[src/hw/rtl/gsac_pkg.sv]
`timescale 1ns / 1ps
// ----------------------------------------------------------------------------
// gsac_pkg
// Shared types, constants and the speed band lookup for the gauge stepper
// acceleration controller.
// ----------------------------------------------------------------------------
package gsac_pkg;

    localparam int unsigned DEGREE_SPAN = 315;
    localparam int unsigned POS_W       = 12;
    localparam int unsigned SPEED_W     = 9;
    localparam int unsigned DELAY_W     = 16;
    localparam int unsigned NUM_BANDS   = 5;
    localparam int unsigned BAND_W      = 3;

    localparam logic [POS_W-1:0]   TOP_POS   = POS_W'(DEGREE_SPAN * 3 * 4);
    localparam logic [SPEED_W-1:0] SPEED_MAX = SPEED_W'(300);

    localparam logic [SPEED_W-1:0] BAND_LIMIT_0 = SPEED_W'(20);
    localparam logic [SPEED_W-1:0] BAND_LIMIT_1 = SPEED_W'(50);
    localparam logic [SPEED_W-1:0] BAND_LIMIT_2 = SPEED_W'(100);
    localparam logic [SPEED_W-1:0] BAND_LIMIT_3 = SPEED_W'(150);

    localparam logic [DELAY_W-1:0] DELAY_RST_20  = DELAY_W'(800);
    localparam logic [DELAY_W-1:0] DELAY_RST_50  = DELAY_W'(400);
    localparam logic [DELAY_W-1:0] DELAY_RST_100 = DELAY_W'(200);
    localparam logic [DELAY_W-1:0] DELAY_RST_150 = DELAY_W'(150);
    localparam logic [DELAY_W-1:0] DELAY_RST_300 = DELAY_W'(90);

    typedef enum logic [BAND_W-1:0] {
        CFG_DELAY_UPTO_20  = 3'd0,
        CFG_DELAY_UPTO_50  = 3'd1,
        CFG_DELAY_UPTO_100 = 3'd2,
        CFG_DELAY_UPTO_150 = 3'd3,
        CFG_DELAY_UPTO_300 = 3'd4
    } t_band;

    typedef enum logic [1:0] {
        FUNC_TICK   = 2'd0,
        FUNC_TARGET = 2'd1,
        FUNC_HOME   = 2'd2,
        FUNC_UNUSED = 2'd3
    } t_func;

    typedef enum logic [1:0] {
        HEAD_NONE = 2'd0,
        HEAD_UP   = 2'd1,
        HEAD_DOWN = 2'd2
    } t_heading;

    typedef enum logic [2:0] {
        EV_NONE     = 3'd0,
        EV_STARTED  = 3'd1,
        EV_HOMING   = 3'd2,
        EV_READY    = 3'd3,
        EV_FINISHED = 3'd4
    } t_event;

    function automatic t_band band_of(input logic [SPEED_W-1:0] speed);
        t_band band;
        if (speed <= BAND_LIMIT_0) begin
            band = CFG_DELAY_UPTO_20;
        end else if (speed <= BAND_LIMIT_1) begin
            band = CFG_DELAY_UPTO_50;
        end else if (speed <= BAND_LIMIT_2) begin
            band = CFG_DELAY_UPTO_100;
        end else if (speed <= BAND_LIMIT_3) begin
            band = CFG_DELAY_UPTO_150;
        end else begin
            band = CFG_DELAY_UPTO_300;
        end
        return band;
    endfunction

endpackage

[src/hw/rtl/gauge_stepper_accel_controller_core.sv]
`timescale 1ns / 1ps
// ----------------------------------------------------------------------------
// gauge_stepper_accel_controller_core
// Gauge stepper motion controller with a trapezoidal speed profile.
//
// Requests enter on the slave stream: tuser carries the event kind (tick,
// set target, home), tdata carries the target position. Each request gives
// exactly one result on the master stream: step pulse, direction, position,
// rearm flag and tick delay in tdata, event code in tuser.
// A request is captured in an input register, processed against the motion
// state once the result register is free, and lands in the result register,
// where it is shown until taken. One request per cycle is accepted while the
// result register drains; the combinational compare, step and speed update
// set that rate.
// When the receiver stalls, the result register holds and the input
// register takes one more request before o_s_tready drops.
// The configuration channel writes the five tick delay bands (index 0..4);
// writes are always taken, unknown indexes are dropped.
// Reset clears position, target, speed, heading and homing, loads the
// default delay bands and empties both registers.
// ----------------------------------------------------------------------------
module gauge_stepper_accel_controller_core
    import gsac_pkg::*;
(
    input  logic        i_clk,
    input  logic        i_rst_n,
    input  logic        i_s_tvalid,
    output logic        o_s_tready,
    input  logic [15:0] i_s_tdata,   // [11:0] target_position, [15:12] zero
    input  logic [1:0]  i_s_tuser,   // [1:0] func
    output logic        o_m_tvalid,
    input  logic        i_m_tready,
    output logic [31:0] o_m_tdata,   // [0] step_pulse, [1] step_dir,
                                     // [13:2] position, [14] rearm,
                                     // [30:15] tick_delay, [31] zero
    output logic [2:0]  o_m_tuser,   // [2:0] event_code
    input  logic        i_cfg_valid,
    output logic        o_cfg_ready,
    input  logic [2:0]  i_cfg_index,
    input  logic [15:0] i_cfg_data
);

    logic                r_in_valid;
    t_func               r_func;
    logic [POS_W-1:0]    r_req;

    logic                r_out_valid;
    logic                r_pulse;
    logic                r_dir;
    logic [POS_W-1:0]    r_pos_out;
    logic                r_rearm;
    logic [DELAY_W-1:0]  r_delay;
    t_event              r_event;

    logic [POS_W-1:0]    r_cur;
    logic [POS_W-1:0]    r_tgt;
    logic [SPEED_W-1:0]  r_speed;
    t_heading            r_heading;
    logic                r_homing;
    logic [DELAY_W-1:0]  r_band [NUM_BANDS];

    logic                out_free;
    logic                advance;

    logic [POS_W-1:0]    n_cur;
    logic [POS_W-1:0]    n_tgt;
    logic [SPEED_W-1:0]  n_speed;
    t_heading            n_heading;
    logic                n_homing;
    logic                n_pulse;
    logic                n_rearm;
    logic [DELAY_W-1:0]  n_delay;
    t_event              n_event;

    logic [SPEED_W-1:0]  sp1;
    t_heading            hd;
    logic [POS_W:0]      delta;
    logic [POS_W-1:0]    req_clamped;

    assign out_free    = !r_out_valid || i_m_tready;
    assign advance     = r_in_valid && out_free;
    assign o_s_tready  = !r_in_valid || out_free;
    assign o_cfg_ready = 1'b1;

    assign o_m_tvalid = r_out_valid;
    assign o_m_tdata  = {1'b0, r_delay, r_rearm, r_pos_out, r_dir, r_pulse};
    assign o_m_tuser  = r_event;

    assign req_clamped = (r_req >= TOP_POS) ? TOP_POS - POS_W'(1) : r_req;

    always_comb begin
        n_cur     = r_cur;
        n_tgt     = r_tgt;
        n_speed   = r_speed;
        n_heading = r_heading;
        n_homing  = r_homing;
        n_pulse   = 1'b0;
        n_rearm   = 1'b0;
        n_event   = EV_NONE;
        sp1       = (r_speed == '0) ? SPEED_W'(1) : r_speed;
        hd        = r_heading;
        delta     = '0;
        case (r_func)
            FUNC_TICK: begin
                if (r_cur == r_tgt && r_speed == '0) begin
                    n_event   = r_homing ? EV_READY : EV_FINISHED;
                    n_homing  = 1'b0;
                    n_heading = HEAD_NONE;
                end else begin
                    if (r_speed == '0) begin
                        hd = (r_cur < r_tgt) ? HEAD_UP : HEAD_DOWN;
                    end
                    n_heading = hd;
                    if (hd == HEAD_UP) begin
                        if (r_cur < TOP_POS) begin
                            n_cur   = r_cur + POS_W'(1);
                            n_pulse = 1'b1;
                        end
                        delta = {1'b0, r_tgt} - {1'b0, n_cur};
                    end else begin
                        if (r_cur != '0) begin
                            n_cur   = r_cur - POS_W'(1);
                            n_pulse = 1'b1;
                        end
                        delta = {1'b0, n_cur} - {1'b0, r_tgt};
                    end
                    if (!delta[POS_W] && delta != '0) begin
                        if (delta < (POS_W+1)'(sp1)) begin
                            n_speed = sp1 - SPEED_W'(1);
                        end else if (sp1 < SPEED_MAX) begin
                            n_speed = sp1 + SPEED_W'(1);
                        end else begin
                            n_speed = sp1;
                        end
                    end else begin
                        n_speed = sp1 - SPEED_W'(1);
                    end
                    n_rearm = 1'b1;
                end
            end
            FUNC_TARGET: begin
                if (!r_homing) begin
                    n_tgt   = req_clamped;
                    n_event = EV_STARTED;
                    n_rearm = 1'b1;
                end
            end
            FUNC_HOME: begin
                n_cur     = TOP_POS - POS_W'(1);
                n_tgt     = '0;
                n_speed   = '0;
                n_heading = HEAD_DOWN;
                n_homing  = 1'b1;
                n_event   = EV_HOMING;
                n_rearm   = 1'b1;
            end
            default: begin
            end
        endcase
        n_delay = n_rearm ? r_band[band_of(n_speed)] : '0;
    end

    always_ff @(posedge i_clk) begin
        if (!i_rst_n) begin
            r_in_valid <= 1'b0;
        end else if (o_s_tready) begin
            r_in_valid <= i_s_tvalid;
        end
    end

    always_ff @(posedge i_clk) begin
        if (o_s_tready && i_s_tvalid) begin
            r_func <= t_func'(i_s_tuser);
            r_req  <= i_s_tdata[POS_W-1:0];
        end
    end

    always_ff @(posedge i_clk) begin
        if (!i_rst_n) begin
            r_out_valid <= 1'b0;
        end else if (out_free) begin
            r_out_valid <= r_in_valid;
        end
    end

    always_ff @(posedge i_clk) begin
        if (advance) begin
            r_pulse   <= n_pulse;
            r_dir     <= (n_heading == HEAD_UP);
            r_pos_out <= n_cur;
            r_rearm   <= n_rearm;
            r_delay   <= n_delay;
            r_event   <= n_event;
        end
    end

    always_ff @(posedge i_clk) begin
        if (!i_rst_n) begin
            r_cur     <= '0;
            r_tgt     <= '0;
            r_speed   <= '0;
            r_heading <= HEAD_NONE;
            r_homing  <= 1'b0;
        end else if (advance) begin
            r_cur     <= n_cur;
            r_tgt     <= n_tgt;
            r_speed   <= n_speed;
            r_heading <= n_heading;
            r_homing  <= n_homing;
        end
    end

    always_ff @(posedge i_clk) begin
        if (!i_rst_n) begin
            r_band[CFG_DELAY_UPTO_20]  <= DELAY_RST_20;
            r_band[CFG_DELAY_UPTO_50]  <= DELAY_RST_50;
            r_band[CFG_DELAY_UPTO_100] <= DELAY_RST_100;
            r_band[CFG_DELAY_UPTO_150] <= DELAY_RST_150;
            r_band[CFG_DELAY_UPTO_300] <= DELAY_RST_300;
        end else if (i_cfg_valid && o_cfg_ready) begin
            case (i_cfg_index)
                CFG_DELAY_UPTO_20:  r_band[CFG_DELAY_UPTO_20]  <= i_cfg_data;
                CFG_DELAY_UPTO_50:  r_band[CFG_DELAY_UPTO_50]  <= i_cfg_data;
                CFG_DELAY_UPTO_100: r_band[CFG_DELAY_UPTO_100] <= i_cfg_data;
                CFG_DELAY_UPTO_150: r_band[CFG_DELAY_UPTO_150] <= i_cfg_data;
                CFG_DELAY_UPTO_300: r_band[CFG_DELAY_UPTO_300] <= i_cfg_data;
                default: begin
                end
            endcase
        end
    end

    a_pos_in_range: assert property (@(posedge i_clk) disable iff (!i_rst_n)
        r_cur <= TOP_POS)
        else $error("position beyond top");

    a_speed_in_range: assert property (@(posedge i_clk) disable iff (!i_rst_n)
        r_speed <= SPEED_MAX)
        else $error("speed beyond maximum");

    a_homing_target_zero: assert property (@(posedge i_clk) disable iff (!i_rst_n)
        r_homing |-> (r_tgt == '0))
        else $error("target moved while homing");

    a_delay_only_rearm: assert property (@(posedge i_clk) disable iff (!i_rst_n)
        (r_out_valid && !r_rearm) |-> (r_delay == '0))
        else $error("tick delay without rearm");

    a_pulse_no_event: assert property (@(posedge i_clk) disable iff (!i_rst_n)
        (r_out_valid && r_pulse) |-> (r_event == EV_NONE && r_rearm))
        else $error("step pulse with event code");

endmodule
[config.mk]
export PLATFORM = sky130hd
export DESIGN_NAME = gauge_stepper_accel_controller_core
export DESIGN_NICKNAME = d
export VERILOG_FILES = /design/src/hw/rtl/gsac_pkg.sv /design/src/hw/rtl/gauge_stepper_accel_controller_core.sv
export SDC_FILE = /design/constraint.sdc
export NUM_CORES = 1
export LEC_CHECK = 0
export BUFFER_PORTS_ARGS = -buffer_cell sky130_fd_sc_hd__buf_2
export CORE_MARGIN = 4
export CORE_UTILIZATION = 50
export DETAILED_ROUTE_END_ITERATION = 8
export GPL_ROUTABILITY_DRIVEN = 0
export PLACE_DENSITY = 0.71
export SLEW_MARGIN = 5
export SYNTH_ARGS = -nofsm -noshare
export SYNTH_HDL_FRONTEND = slang
export SYNTH_SLANG_ARGS = --single-unit
[constraint.sdc]
create_clock -name i_clk -period 9.35 [get_ports i_clk]
set_clock_uncertainty 0.1 [all_clocks]
set_input_delay 0.4675 -clock i_clk [delete_from_list [all_inputs] [get_ports i_clk]]
set_output_delay 0.4675 -clock i_clk [all_outputs]
set_load 0.01 [all_outputs]
==> results.yml <==
clock_network:
  cts_max_level: 4
  cts_root_buf: "clkbuf_16"
  cts_num_sinks: 166
  post_cts_buffers: 0
  worstSkewPairLatency_ns: 0.44
  clk_path_buf_depth: 2
  path_clk_slew_ns: 0.07
  cts_tree: "done"
  cts_buffers: 17
logic_synthesis:
  syn_area_mm2: 0.00995
  yosys-mux-area-fraction_pct: 1.60
  ys_types: 81
  synth_top_family_by_area: "compound AO/OA/AOI/OAI gates"
  synth_edf_count: 128
  async_flop_share_pct: 0
  synthSimpleGateAreaFrac_pct: 17.8
  syn_inst: 994
  yosys.area.top_type: "edfxtp_1"
  yosys-top-cells-area: "edfxtp_1 39%, dfxtp_1 7.6%, ha_1 5.9%, nor2_1 3.1%, nand2_1 2.8%"
  yosys.area_share.adder_pct: 6.31
  synthXorXnorAreaFrac_pct: 2.55
  synth_nets: 1085
  synth_top_area_share_pct: 38.6
  synth_seq_cells: 166
  ys_warn_count: 0
  yosysMostFrequentCell: "edfxtp_1"
  syn_area_per_cell_um2: 10.0
  ys_top_cells_by_count: "128 x edfxtp_1, 83 x nor2_1, 73 x nand2_1"
  ys_seq_area_share_pct: 46.3
  synth_ff_type: "edfxtp_1"
  synth_compound_area_share_pct: 20.7
floorplanning:
  core_mm2: 0.0195
  initial_core_util_pct: 51.0
  die_h_um: 149
  num_rows: 51
  die_w_um: 149
  die-area_mm2: 0.0222
  num_io_pins: 80
drt:
  vias: 8028
  vias_per_cell: 6.11
  wl_um: 25500
  drt_iter0_drc: 806
  ant_nets: 0
  avgRoutedWirePerCell_um: 19.4
  route.detailed.drc: 0
  dr.pass1.iters: 7
pwr:
  powerDensity_mw_per_mm2: 231
  ir_worst_vdd_uv: 166
  leakage_uw: 0.00410
min_path:
  hold_path_class: "primary input to flip-flop"
run:
  cap_violations: 0
grt:
  grt_first_pass_wirelength_um: 40400
  grt_pass1_vias: 7407
  grt_overflow: 0
  grt_max_degree: 38
  grt_usage_pct: 23.2
  grt_antenna_before_repair: 0
run_status:
  status: "completed"
setup_path:
  critical_path.top_delay_family: "compound AO/OA/AOI/OAI gates"
  criticalPathCategory: "flip-flop to flip-flop"
  cp_slowest_cell: "a2111oi_0"
  crit_required_ns: 9.44
  critPathMaxFanout: 15
  crit_buf_inv: 0
  slowest_delay_ns: 0.66
  critPathArrivalTime_ns: 8.72
  cp-start-kind: "flip-flop"
  endpoint_kind: "flip-flop"
sta:
  finalCritPeriodShare_pct: 92.3
  finalHoldViolations: 0
  fmax_mhz: 116
  grt_setup_unrepaired: "no"
  setup_viol: 0
  slew_headroom_pct: 32.3
  slew_violations: 0
  fin_crit_ns: 8.63
  tightest_slew_ns: 1.02
  fin_setup_tns_ns: 0
finish:
  nets: 1127
  antennaDiodeCount: 0
  layoutNonFillerInstCount: 1314
  fillers: 1709
  areaGrowthSynthToFinish_pct: 11.0
  final_area_mm2: 0.0111
  drive_above_1_share_pct: 14.6
placement:
  dp_hpwl_um: 17900
  io_buffers: 73
  dpl_cell_area_mm2: 0.0105
  place_inst: 1282
==> worst paths after layout <==
check | startpoint | endpoint | slack, ns | cells after the start
worst max-delay path | r_cur[3]$_SDFFE_PN0P_ | r_delay[15]$_SDFFCE_PN0P_ | 0.72 | 26
worst max register to register | r_cur[3]$_SDFFE_PN0P_ | r_delay[15]$_SDFFCE_PN0P_ | 0.72 | 26
worst min register to register | r_tgt[7]$_SDFFE_PN0P_ | r_tgt[7]$_SDFFE_PN0P_ | 0.40 | 2
worst min-delay path | i_s_tdata[5] | r_req[5]$_DFFE_PP_ | 0.11 | 1
==> worst register-to-register path, cell delays in order (launching register included) <==
cell and delay, ns:
dfxtp_1 0.44, nor4_1 0.51, nor2_1 0.10, o2111ai_1 0.60
nand4_1 0.31, xor2_1 0.24, ha_1 0.41, a21o_1 0.24
a2111oi_0 0.66, a21oi_1 0.21, xnor2_1 0.18, mux2i_2 0.36
ha_1 0.24, a21oi_1 0.06, a21boi_0 0.25, a211o_1 0.17
a311oi_1 0.06, a311o_1 0.38, a211oi_2 0.27, o41a_2 0.32
o211ai_1 0.13, and4_4 0.22, or3_1 0.43, o311ai_2 0.43
o211a_1 0.60, a211oi_1 0.18, a32o_1 0.30
==> cells in the final DEF (no fill, tap or decap), types with 6 or more instances in the layout <==
master | synthesis | final
a211oi_1 | 34 | 34
a21boi_0 | 17 | 17
a21o_1 | 12 | 12
a21oi_1 | 52 | 52
a22oi_1 | 9 | 9
a31oi_1 | 9 | 9
and2_1 | 24 | 23
and3_1 | 9 | 9
buf_2 | 6 | 73
buf_4 | 7 | 13
clkbuf_16 | 0 | 17
dfxtp_1 | 38 | 38
edfxtp_1 | 128 | 128
ha_1 | 47 | 47
inv_1 | 38 | 37
mux2i_1 | 12 | 12
nand2_1 | 73 | 73
nand2b_1 | 19 | 19
nand3_1 | 25 | 25
nand4_1 | 7 | 7
nor2_1 | 83 | 83
nor2b_1 | 26 | 26
nor3_1 | 26 | 25
nor4_1 | 23 | 23
o2111ai_1 | 9 | 9
o211ai_1 | 28 | 28
o21ai_0 | 41 | 38
o41ai_1 | 6 | 6
o41ai_2 | 9 | 9
or3_1 | 6 | 6
xnor2_1 | 14 | 14
xor2_1 | 15 | 15
==> metal layers <==
layer | wire [µm] | track usage, % | vias up
met5 | 0 | 0 | -
met4 | 587 | 7.32 | 0
met3 | 1860 | 4.92 | 39
met2 | 11700 | 36.4 | 333
met1 | 11400 | 32.5 | 3810
li1 | - | - | 3846
==> cell families after synthesis <==
kind of cell | count (synthesis)
simple gates | 347
buf+inv | 105
fa+ha+maj | 49
mux | 15
flops | 166
other cells | 2
compound gates | 281
xor+xnor | 29
==> per-stage QoR <==
step	power [µW]	utilization [%]	setup WS (ns)	hold slack, ns
floorplan	1620	-	2.07	0.349
global placement	1830	53.6	0.898	0.378
detailed placement	1850	53.6	0.705	0.385
CTS	2540	56.6	0.697	0.0955
global route	2690	56.6	0.0484	0.0912
finish	2550	56.6	0.718	0.109
==> cell type report <==
class | instances | area (µm²) | share of cell area [%]
well taps | 265 | 332 | 3.00
multi-input cells | 723 | 4900 | 44.3
flip-flops and latches | 166 | 4600 | 41.7
repair buffers | 87 | 483 | 4.37
inverters | 41 | 154 | 1.39
clock buffers | 17 | 425 | 3.85
clock inverters | 15 | 158 | 1.43
==> sequential cells by signal (all words and copies together) (netlist names) <==
name / flops
o_m_tvalid: 1
r_in_valid: 1
r_req: 12
r_dir: 1
r_tgt: 12
r_band: 80
r_homing: 1
r_speed: 9
r_delay: 16
r_heading: 2
o_m_tuser: 3
r_cur: 12
r_func: 2
r_pulse: 1
r_rearm: 1
r_pos_out: 12
==> power breakdown <==
part / internal (µW) / switching (µW) / leakage (µW)
logic: 357 / 596 / 0.00227
clock network: 358 / 340 / 0.000283
registers: 867 / 34.5 / 0.00155
total: 1580 / 970 / 0.00410
==> repair_timing <==
action,4_1_cts,5_1_grt
endpoints found under the setup margin,0,2
hold buffers,0,0
resized for setup,0,1
(Power assumes the default switching activity.)
